===== config.mk =====
export PLATFORM = sky130hd
export DESIGN_NAME = iir_two_biquad_cascade
export DESIGN_NICKNAME = d
export VERILOG_FILES = /design/src/sv/iir2bq_pkg.sv /design/src/sv/iir_two_biquad_cascade.sv /design/src/sv/iir2bq_ctrl.sv /design/src/sv/iir2bq_dp.sv
export SDC_FILE = /design/constraint.sdc
export NUM_CORES = 2
export LEC_CHECK = 0
export ABC_CLOCK_PERIOD_IN_PS = 8400
export BUFFER_PORTS_ARGS = -buffer_cell sky130_fd_sc_hd__buf_2
export CORE_AREA = 4 4 379 381
export DETAILED_ROUTE_END_ITERATION = 6
export DIE_AREA = 0 0 383 385
export MAX_ROUTING_LAYER = met4
export SYNTH_ARGS = -nofsm -noshare
export SYNTH_HDL_FRONTEND = slang
export SYNTH_SLANG_ARGS = --single-unit
export TNS_END_PERCENT = 1

===== constraint.sdc =====
create_clock -name i_clk -period 8.4 [get_ports i_clk]
set_input_delay 1.68 -clock i_clk [delete_from_list [all_inputs] [get_ports i_clk]]
set_output_delay 1.68 -clock i_clk [all_outputs]
set_load 0.03 [all_outputs]

===== src/sv/iir2bq_pkg.sv =====
// ============================================================================
// iir2bq_pkg
// Shared types and constants of the two-section biquad cascade: register
// indexes, coefficient bundle and the controller-to-datapath command word.
// ============================================================================
package iir2bq_pkg;

    // coefficient fields are always 16 bits, whatever their fraction count
    localparam int COEF_W     = 16;
    localparam int CFG_IDX_W  = 3;
    localparam int CFG_DATA_W = 32;

    localparam logic [COEF_W-1:0] GAIN_RESET = 16'h2000;

    // configuration register indexes
    localparam logic [CFG_IDX_W-1:0] CFG_FIRST_GAIN         = 3'd0;
    localparam logic [CFG_IDX_W-1:0] CFG_FIRST_FEEDBACK     = 3'd1;
    localparam logic [CFG_IDX_W-1:0] CFG_FIRST_FEEDFORWARD  = 3'd2;
    localparam logic [CFG_IDX_W-1:0] CFG_SECOND_GAIN        = 3'd3;
    localparam logic [CFG_IDX_W-1:0] CFG_SECOND_FEEDBACK    = 3'd4;
    localparam logic [CFG_IDX_W-1:0] CFG_SECOND_FEEDFORWARD = 3'd5;

    typedef struct packed {
        logic signed [COEF_W-1:0] g;
        logic signed [COEF_W-1:0] a1;
        logic signed [COEF_W-1:0] a2;
        logic signed [COEF_W-1:0] b1;
        logic signed [COEF_W-1:0] b2;
    } t_sec_coef;

    typedef enum logic {
        ST_IDLE,
        ST_RUN
    } t_state;

    // one step per cycle in a section; section two's last step may stall
    typedef enum logic [2:0] {
        STEP_G,
        STEP_A1,
        STEP_A2,
        STEP_B1,
        STEP_B2,
        STEP_ACC,
        STEP_END
    } t_step;

    // product term selected for the shared multiplier
    typedef enum logic [2:0] {
        TERM_G,
        TERM_A1,
        TERM_A2,
        TERM_B1,
        TERM_B2
    } t_term;

    typedef enum logic [2:0] {
        ACC_NONE,
        ACC_LOAD,
        ACC_SUB,
        ACC_VADD,
        ACC_ADD
    } t_acc_op;

    typedef struct packed {
        logic    load_x;
        logic    mul_en;
        t_term   term;
        t_acc_op acc_op;
        logic    finish;
        logic    out_load;
        logic    sec;
    } t_dp_cmd;

endpackage


===== src/sv/iir_two_biquad_cascade.sv =====
// ============================================================================
// iir_two_biquad_cascade
// Fourth-order fixed-point IIR filter of two cascaded direct form II biquads.
// ============================================================================
// One sample in, one sample out. A new sample is taken only while the filter
// is idle; it then steps through both sections in turn on a single shared
// multiplier, which does the five coefficient products of a section one per
// cycle with a registered product and a saturating accumulator behind it.
// The result lands in an output register and the filter is ready again in
// the same cycle, so a new sample can follow at once as long as the result of
// the previous sample has been taken; if it has not, the filter holds its
// final step until the output register frees up. Samples are Q1.15,
// coefficients Q3.13 in 16-bit fields, delay state Q5.27 (for the default
// widths); products floor to state format, both sums of a section saturate
// to state width, and the output floors and saturates to sample width.
// Coefficient registers take effect on the next sample and should only be
// written while the filter is idle. Delay state is cleared by reset.
// ============================================================================
module iir_two_biquad_cascade #(
    parameter int SAMPLE_WIDTH = 16,
    parameter int COEFF_WIDTH  = 16,
    parameter int STATE_WIDTH  = 32
) (
    input  logic                                i_clk,
    input  logic                                i_rst_n,
    // configuration write port
    input  logic                                i_cfg_we,
    input  logic [iir2bq_pkg::CFG_IDX_W-1:0]    i_cfg_idx,
    input  logic [iir2bq_pkg::CFG_DATA_W-1:0]   i_cfg_data,
    // sample input channel
    input  logic                                i_in_valid,
    output logic                                o_in_ready,
    input  logic [SAMPLE_WIDTH-1:0]             i_sample_in,
    // sample output channel
    output logic                                o_out_valid,
    input  logic                                i_out_ready,
    output logic [SAMPLE_WIDTH-1:0]             o_sample_out
);
    import iir2bq_pkg::*;

    // coefficient registers, index 0 is section one
    logic [COEF_W-1:0]     r_gain [2];
    logic [CFG_DATA_W-1:0] r_fb   [2];
    logic [CFG_DATA_W-1:0] r_ff   [2];

    t_sec_coef [1:0] coef;
    t_dp_cmd         cmd;

    always_ff @(posedge i_clk) begin
        if (!i_rst_n) begin
            r_gain[0] <= GAIN_RESET;
            r_gain[1] <= GAIN_RESET;
            r_fb[0]   <= '0;
            r_fb[1]   <= '0;
            r_ff[0]   <= '0;
            r_ff[1]   <= '0;
        end else if (i_cfg_we) begin
            // writes to unused indexes are dropped
            unique case (i_cfg_idx)
                CFG_FIRST_GAIN:         r_gain[0] <= i_cfg_data[COEF_W-1:0];
                CFG_FIRST_FEEDBACK:     r_fb[0]   <= i_cfg_data;
                CFG_FIRST_FEEDFORWARD:  r_ff[0]   <= i_cfg_data;
                CFG_SECOND_GAIN:        r_gain[1] <= i_cfg_data[COEF_W-1:0];
                CFG_SECOND_FEEDBACK:    r_fb[1]   <= i_cfg_data;
                CFG_SECOND_FEEDFORWARD: r_ff[1]   <= i_cfg_data;
                default: begin
                end
            endcase
        end
    end

    // unpack a1/a2 and b1/b2 from their packed words
    always_comb begin
        for (int s = 0; s < 2; s++) begin
            coef[s].g  = r_gain[s];
            coef[s].a1 = r_fb[s][CFG_DATA_W-1:COEF_W];
            coef[s].a2 = r_fb[s][COEF_W-1:0];
            coef[s].b1 = r_ff[s][CFG_DATA_W-1:COEF_W];
            coef[s].b2 = r_ff[s][COEF_W-1:0];
        end
    end

    iir2bq_ctrl u_ctrl (
        .i_clk       (i_clk),
        .i_rst_n     (i_rst_n),
        .i_in_valid  (i_in_valid),
        .o_in_ready  (o_in_ready),
        .o_out_valid (o_out_valid),
        .i_out_ready (i_out_ready),
        .o_cmd       (cmd)
    );

    iir2bq_dp #(
        .SAMPLE_WIDTH (SAMPLE_WIDTH),
        .COEFF_WIDTH  (COEFF_WIDTH),
        .STATE_WIDTH  (STATE_WIDTH)
    ) u_dp (
        .i_clk        (i_clk),
        .i_rst_n      (i_rst_n),
        .i_cmd        (cmd),
        .i_coef       (coef),
        .i_sample_in  (i_sample_in),
        .o_sample_out (o_sample_out)
    );

endmodule


===== src/sv/iir2bq_ctrl.sv =====
// ============================================================================
// iir2bq_ctrl
// Sequencer for the cascade: steps both sections through the shared
// multiplier and accumulator and owns the handshake of both channels.
// ============================================================================
module iir2bq_ctrl (
    input  logic                i_clk,
    input  logic                i_rst_n,
    input  logic                i_in_valid,
    output logic                o_in_ready,
    output logic                o_out_valid,
    input  logic                i_out_ready,
    output iir2bq_pkg::t_dp_cmd o_cmd
);
    import iir2bq_pkg::*;

    t_state  r_state, n_state;
    t_step   r_step, n_step;
    logic    r_sec, n_sec;
    logic    r_out_valid, n_out_valid;
    t_dp_cmd cmd;

    always_ff @(posedge i_clk) begin
        if (!i_rst_n) begin
            r_state     <= ST_IDLE;
            r_step      <= STEP_G;
            r_sec       <= 1'b0;
            r_out_valid <= 1'b0;
        end else begin
            r_state     <= n_state;
            r_step      <= n_step;
            r_sec       <= n_sec;
            r_out_valid <= n_out_valid;
        end
    end

    always_comb begin
        n_state         = r_state;
        n_step          = r_step;
        n_sec           = r_sec;
        o_in_ready      = 1'b0;
        cmd.load_x      = 1'b0;
        cmd.mul_en      = 1'b0;
        cmd.term        = TERM_G;
        cmd.acc_op      = ACC_NONE;
        cmd.finish      = 1'b0;
        cmd.out_load    = 1'b0;
        cmd.sec         = r_sec;

        unique case (r_state)
            ST_IDLE: begin
                o_in_ready = 1'b1;
                if (i_in_valid) begin
                    cmd.load_x = 1'b1;
                    n_state    = ST_RUN;
                    n_step     = STEP_G;
                    n_sec      = 1'b0;
                end
            end
            ST_RUN: begin
                unique case (r_step)
                    STEP_G: begin
                        cmd.mul_en = 1'b1;
                        cmd.term   = TERM_G;
                        n_step     = STEP_A1;
                    end
                    STEP_A1: begin
                        cmd.mul_en = 1'b1;
                        cmd.term   = TERM_A1;
                        cmd.acc_op = ACC_LOAD;
                        n_step     = STEP_A2;
                    end
                    STEP_A2: begin
                        cmd.mul_en = 1'b1;
                        cmd.term   = TERM_A2;
                        cmd.acc_op = ACC_SUB;
                        n_step     = STEP_B1;
                    end
                    STEP_B1: begin
                        cmd.mul_en = 1'b1;
                        cmd.term   = TERM_B1;
                        cmd.acc_op = ACC_SUB;
                        n_step     = STEP_B2;
                    end
                    STEP_B2: begin
                        cmd.mul_en = 1'b1;
                        cmd.term   = TERM_B2;
                        cmd.acc_op = ACC_VADD;
                        n_step     = STEP_ACC;
                    end
                    STEP_ACC: begin
                        cmd.acc_op = ACC_ADD;
                        n_step     = STEP_END;
                    end
                    STEP_END: begin
                        if (!r_sec) begin
                            cmd.finish = 1'b1;
                            n_sec      = 1'b1;
                            n_step     = STEP_G;
                        end else if (!r_out_valid || i_out_ready) begin
                            // wait here while the previous result is still held
                            cmd.finish   = 1'b1;
                            cmd.out_load = 1'b1;
                            n_state      = ST_IDLE;
                            n_step       = STEP_G;
                        end
                    end
                    default: begin
                        n_step = STEP_G;
                    end
                endcase
            end
            default: begin
                n_state = ST_IDLE;
            end
        endcase

        if (cmd.out_load) begin
            n_out_valid = 1'b1;
        end else if (r_out_valid && i_out_ready) begin
            n_out_valid = 1'b0;
        end else begin
            n_out_valid = r_out_valid;
        end
    end

    assign o_out_valid = r_out_valid;
    assign o_cmd       = cmd;

endmodule


===== src/sv/iir2bq_dp.sv =====
// ============================================================================
// iir2bq_dp
// Datapath: format conversion, one shared multiplier, saturating
// accumulator, delay state of both sections and the output register.
// ============================================================================
module iir2bq_dp #(
    parameter int SAMPLE_WIDTH = 16,
    parameter int COEFF_WIDTH  = 16,
    parameter int STATE_WIDTH  = 32
) (
    input  logic                             i_clk,
    input  logic                             i_rst_n,
    input  iir2bq_pkg::t_dp_cmd              i_cmd,
    input  iir2bq_pkg::t_sec_coef [1:0]      i_coef,
    input  logic [SAMPLE_WIDTH-1:0]          i_sample_in,
    output logic [SAMPLE_WIDTH-1:0]          o_sample_out
);
    import iir2bq_pkg::*;

    localparam int CFRAC       = COEFF_WIDTH - 3;
    localparam int SFRAC       = STATE_WIDTH - 5;
    localparam int IN_TO_STATE = SFRAC - (SAMPLE_WIDTH - 1);
    localparam int SH_UP       = (IN_TO_STATE > 0) ? IN_TO_STATE : 0;
    localparam int SH_DN       = (IN_TO_STATE < 0) ? -IN_TO_STATE : 0;
    localparam int PROD_W      = STATE_WIDTH + COEF_W;
    localparam int ACC_W       = PROD_W + 2;
    localparam int CONV_W      = STATE_WIDTH + SAMPLE_WIDTH;

    localparam logic signed [ACC_W-1:0] ST_MAX =
        {{(ACC_W-STATE_WIDTH+1){1'b0}}, {(STATE_WIDTH-1){1'b1}}};
    localparam logic signed [ACC_W-1:0] ST_MIN =
        {{(ACC_W-STATE_WIDTH+1){1'b1}}, {(STATE_WIDTH-1){1'b0}}};
    localparam logic signed [CONV_W-1:0] SM_MAX =
        {{(CONV_W-SAMPLE_WIDTH+1){1'b0}}, {(SAMPLE_WIDTH-1){1'b1}}};
    localparam logic signed [CONV_W-1:0] SM_MIN =
        {{(CONV_W-SAMPLE_WIDTH+1){1'b1}}, {(SAMPLE_WIDTH-1){1'b0}}};

    logic signed [STATE_WIDTH-1:0] r_d1 [2];
    logic signed [STATE_WIDTH-1:0] r_d2 [2];
    logic signed [STATE_WIDTH-1:0] r_x;
    logic signed [STATE_WIDTH-1:0] r_v;
    logic signed [PROD_W-1:0]      r_prod;
    logic signed [ACC_W-1:0]       r_acc;
    logic        [SAMPLE_WIDTH-1:0] r_out;

    logic signed [CONV_W-1:0]      x_ext, x_scl, y_ext, y_scl;
    logic signed [STATE_WIDTH-1:0] mul_val, acc_sat;
    logic signed [COEF_W-1:0]      mul_coef;
    logic signed [PROD_W-1:0]      prod_full;
    logic signed [ACC_W-1:0]       p_ext, acc_sat_ext;
    logic        [SAMPLE_WIDTH-1:0] out_sat;
    t_sec_coef                     coef;

    // input sample to state format, always in range
    assign x_ext = {{(CONV_W-SAMPLE_WIDTH){i_sample_in[SAMPLE_WIDTH-1]}}, i_sample_in};
    assign x_scl = (x_ext <<< SH_UP) >>> SH_DN;

    assign coef = i_coef[i_cmd.sec];

    always_comb begin
        unique case (i_cmd.term)
            TERM_G: begin
                mul_val  = r_x;
                mul_coef = coef.g;
            end
            TERM_A1: begin
                mul_val  = r_d1[i_cmd.sec];
                mul_coef = coef.a1;
            end
            TERM_A2: begin
                mul_val  = r_d2[i_cmd.sec];
                mul_coef = coef.a2;
            end
            TERM_B1: begin
                mul_val  = r_d1[i_cmd.sec];
                mul_coef = coef.b1;
            end
            TERM_B2: begin
                mul_val  = r_d2[i_cmd.sec];
                mul_coef = coef.b2;
            end
            default: begin
                mul_val  = r_x;
                mul_coef = coef.g;
            end
        endcase
    end

    assign prod_full = mul_val * mul_coef;

    assign p_ext = {{(ACC_W-PROD_W){r_prod[PROD_W-1]}}, r_prod};

    // saturate accumulator to state width
    always_comb begin
        if (r_acc > ST_MAX) begin
            acc_sat = ST_MAX[STATE_WIDTH-1:0];
        end else if (r_acc < ST_MIN) begin
            acc_sat = ST_MIN[STATE_WIDTH-1:0];
        end else begin
            acc_sat = r_acc[STATE_WIDTH-1:0];
        end
    end

    assign acc_sat_ext = {{(ACC_W-STATE_WIDTH){acc_sat[STATE_WIDTH-1]}}, acc_sat};

    // state format back to sample format, floor then saturate
    assign y_ext = {{(CONV_W-STATE_WIDTH){acc_sat[STATE_WIDTH-1]}}, acc_sat};
    assign y_scl = (y_ext <<< SH_DN) >>> SH_UP;

    always_comb begin
        if (y_scl > SM_MAX) begin
            out_sat = SM_MAX[SAMPLE_WIDTH-1:0];
        end else if (y_scl < SM_MIN) begin
            out_sat = SM_MIN[SAMPLE_WIDTH-1:0];
        end else begin
            out_sat = y_scl[SAMPLE_WIDTH-1:0];
        end
    end

    // delay state, cleared at reset
    always_ff @(posedge i_clk) begin
        if (!i_rst_n) begin
            r_d1[0] <= '0;
            r_d1[1] <= '0;
            r_d2[0] <= '0;
            r_d2[1] <= '0;
        end else if (i_cmd.finish) begin
            r_d2[i_cmd.sec] <= r_d1[i_cmd.sec];
            r_d1[i_cmd.sec] <= r_v;
        end
    end

    always_ff @(posedge i_clk) begin
        if (i_cmd.load_x) begin
            r_x <= x_scl[STATE_WIDTH-1:0];
        end else if (i_cmd.finish) begin
            // section one output feeds section two at full precision
            r_x <= acc_sat;
        end

        if (i_cmd.mul_en) begin
            r_prod <= prod_full >>> CFRAC;
        end

        unique case (i_cmd.acc_op)
            ACC_NONE: begin
                r_acc <= r_acc;
            end
            ACC_LOAD: begin
                r_acc <= p_ext;
            end
            ACC_SUB: begin
                r_acc <= r_acc - p_ext;
            end
            ACC_VADD: begin
                r_v   <= acc_sat;
                r_acc <= acc_sat_ext + p_ext;
            end
            ACC_ADD: begin
                r_acc <= r_acc + p_ext;
            end
            default: begin
                r_acc <= r_acc;
            end
        endcase

        if (i_cmd.out_load) begin
            r_out <= out_sat;
        end
    end

    assign o_sample_out = r_out;

endmodule


==> flow_metrics.tcl <==
set metrics [dict create \
    cts_tree "done" \
    grt_max_degree 65 \
    timing.rr.start "u_ctrl.r_step[1]" \
    hold_start "u_dp.r_x[9]" \
    grt_use_total_pct 17.93 \
    cts-buffers-inserted 50 \
    final-setup-viol-count 0 \
    critical-path-max-stage-delay_ns 0.56 \
    detail_route.first_pass.iterations 6 \
    ant_nets 0 \
    synthMuxAreaShare_pct 3.090 \
    dp_hpwl_um 99720 \
    clkSinkCount 460 \
    hp-class "flip-flop to flip-flop" \
    core-area_sq_um 140600 \
    min_period_ns 8.055 \
    rsz0062_at_grt "no" \
    drive_gt1_share_pct 12.53 \
    clk_pin_slew_ns 0.06 \
    yosys.area_share.xor_xnor_pct 3.206 \
    critPathMaxFanout 15 \
    drv_slew 0 \
    status "finished, final reports clean" \
    die_w_um 383 \
    post_drt_via_cell_ratio 5.010 \
    end_kind "flip-flop" \
    rows 138 \
    synthCells 4141 \
    finalNetCount 5075 \
    start_util_pct 29.76 \
    cts_root_buffer "clkbuf_16" \
    syn-mean-instance-area_sq_um 10.10 \
    cp.arrival_ns 8.42 \
    yosys.area_share.adder_pct 29.17 \
    grt_pass1_vias 32420 \
    wl_per_cell_um 20.54 \
    die_area_sq_um 147500 \
    ys_warn_count 0 \
    finalSetupTns_ns 0 \
    grt_pass1_wl_um 198000 \
    syn_area_sq_um 41830 \
    synthFlopType "edfxtp_1" \
    die_h_um 385 \
    critical_path.top_delay_family "adder cells" \
    yosys.area_share.simple_pct 12.89 \
    crit_buf_inv 9 \
    ys_ff_latch 460 \
    dr_total_vias 31400 \
    setup_ws_ns 0.3448 \
    min_period_over_period_pct 95.90 \
    synth_compound_area_share_pct 11.61 \
    clock_path_buffers 3 \
    synth_top_family_by_area "adder cells" \
    hold_violations 0 \
    path_class "flip-flop to flip-flop" \
    synthToLayoutAreaGrowth_pct 15.72 \
    syn_nets 4880 \
    skew_ns 0.06188 \
    ys_seq_area_share_pct 32.57 \
    antenna_found_initial 4 \
    maxCapViolCount 0 \
    synth_edf_count 441 \
    tightest_slew_ns 1.205 \
    cp-startpoint "u_ctrl.r_step[1]" \
    cts_hold_buf 0 \
    ys_async_sr_fraction_pct 0 \
    synthDistinctLibCells 87 \
    portBuffers 73 \
    required_ns 8.76 \
    h-tree-depth 2 \
    place_congestion 0.9447 \
    drc 0 \
    clock_latency_ns 0.66 \
    finalWirelength_um 128700 \
    path_common_cell "fa_1" \
    ios 74 \
    fmax_mhz 124.1 \
    slew_headroom_pct 19.67 \
    drt_iter0_markers 2641 \
    grt-ovfl-total 0 \
    start_kind "flip-flop" \
    post-place-ws_ns -0.1768 \
    cp_slowest_cell "fa_1" \
]
[cell families after synthesis]
kind of cell	count (synthesis)
AOI/OAI and AO/OA	734
xor gates and xnor gates	151
adders and majority gates	683
buffers and inverters	827
DFF	460
muxes	124
and+or+nand+nor	1162
[registers in the layout (all words and copies together) (netlist names), 3 cells and up, named ones only]
| signal | flops |
|---|---|
| u_dp.r_acc | 50 |
| u_ctrl.r_step | 3 |
| r_ff | 64 |
| r_gain | 32 |
| u_dp.r_d1 | 64 |
| u_dp.r_prod | 35 |
| u_dp.r_v | 32 |
| u_dp.r_x | 32 |
| u_dp.o_sample_out | 16 |
| u_dp.r_d2 | 64 |
| r_fb | 64 |
[area by class of cell]
type                            count  area, sq um
Antenna cell                        3        7.507
Clock buffer                       55         1270
Multi-Input combinational cell   2854        25390
Fill cell                       14150        92140
Tap cell                         1890         2365
Timing Repair Buffer              330         2869
Inverter                          640         2407
Clock inverter                     36        461.7
Sequential cell                   460        13630
[synthesized netlist by cell type, types with 22 or more instances]
| cell | count | area, sq um |
|---|---|---|
| nor2b_1 | 24 | 150.1 |
| clkbuf_1 | 159 | 596.8 |
| a22oi_1 | 51 | 382.9 |
| mux2_2 | 41 | 461.7 |
| nor3_1 | 23 | 115.1 |
| and2_1 | 135 | 844.6 |
| nand2_1 | 340 | 1276 |
| ha_1 | 196 | 2452 |
| xor2_1 | 64 | 560.5 |
| inv_1 | 639 | 2399 |
| nor2_1 | 420 | 1577 |
| edfxtp_1 | 441 | 13240 |
| o21a_1 | 46 | 345.3 |
| and3_1 | 53 | 331.6 |
| a21o_1 | 97 | 728.2 |
| nand2b_1 | 22 | 137.6 |
| a21oi_1 | 155 | 775.7 |
| o21ai_1 | 34 | 170.2 |
| fa_1 | 487 | 9749 |
| xnor2_1 | 86 | 753.2 |
| nand3_1 | 50 | 250.2 |
| mux2i_1 | 83 | 830.8 |
| o21ai_0 | 145 | 725.7 |
[worst register-to-register path: cells and delay by family, from the launching register on]
| family | cells | cell delay (ns) |
|---|---|---|
| adder cells (fa/ha/maj) | 7 | 3.40 |
| AND/OR/NAND/NOR | 6 | 1.42 |
| buffers and inverters | 9 | 1.28 |
| AO/OA/AOI/OAI | 7 | 1.27 |
| flip-flops | 1 | 0.36 |
| XOR/XNOR | 1 | 0.10 |
[placed cells by master, fill, tap and decap left out, types with 49 or more instances in the layout]
master	Yosys	final
a22oi_1	51	50
clkbuf_16	0	50
mux2i_1	83	83
fa_1	487	487
nor2_1	420	405
edfxtp_1	441	441
xnor2_1	86	86
o21ai_0	145	134
nand2_1	340	338
nand3_1	50	49
a21o_1	97	97
a21oi_1	155	151
and3_1	53	53
buf_4	2	209
inv_1	639	639
buf_2	9	73
and2_1	135	135
ha_1	196	195
xor2_1	64	64
[final timing paths]
path                                   endpoint  slack, ns  cells after the start
worst min register to register      u_dp.r_x[9]       0.47                      2
worst max-delay path            u_dp.r_prod[21]       0.34                     30
worst min-delay path                u_dp.r_x[9]       0.47                      2
worst max register to register  u_dp.r_prod[21]       0.34                     30
[routing by layer]
| metal | part of all wire [%] | vias to the layer above | GRT usage [%] | wire [um] |
|---|---|---|---|---|
| met5 | 0 | - | - | 0 |
| met1 | 40 | 15790 | 22.23 | 52060 |
| met3 | 7.0 | 235 | 2.698 | 9012 |
| met4 | 4.4 | 0 | 6.698 | 5724 |
| met2 | 48 | 1145 | 29.74 | 61940 |
| li1 | - | 14230 | - | - |
[what timing repair did]
| item | CTS | global route |
|---|---|---|
| pin swaps | 1 | 1 |
| setup endpoints to repair | 14 | 20 |
| gates resized for setup | 2 | 28 |
| gates cloned | 0 | 0 |
| setup buffers | 1 | 0 |
[through the flow]
step	cells	util [%]	hold WS [ns]	cell area, sq um
after detailed placement	6173	33.12	0.4526	46550
after CTS	6265	34.36	0.4617	48290
final	6268	34.44	0.4683	48410
after global placement	6173	33.12	0.4519	46550
after global routing	6268	34.44	0.4952	48410
after floorplan	4141	-	0.4344	41830
Power is left out: the tool's default activity adds up to more than one toggle a clock period on the data nets, which glitch-free logic cannot reach.
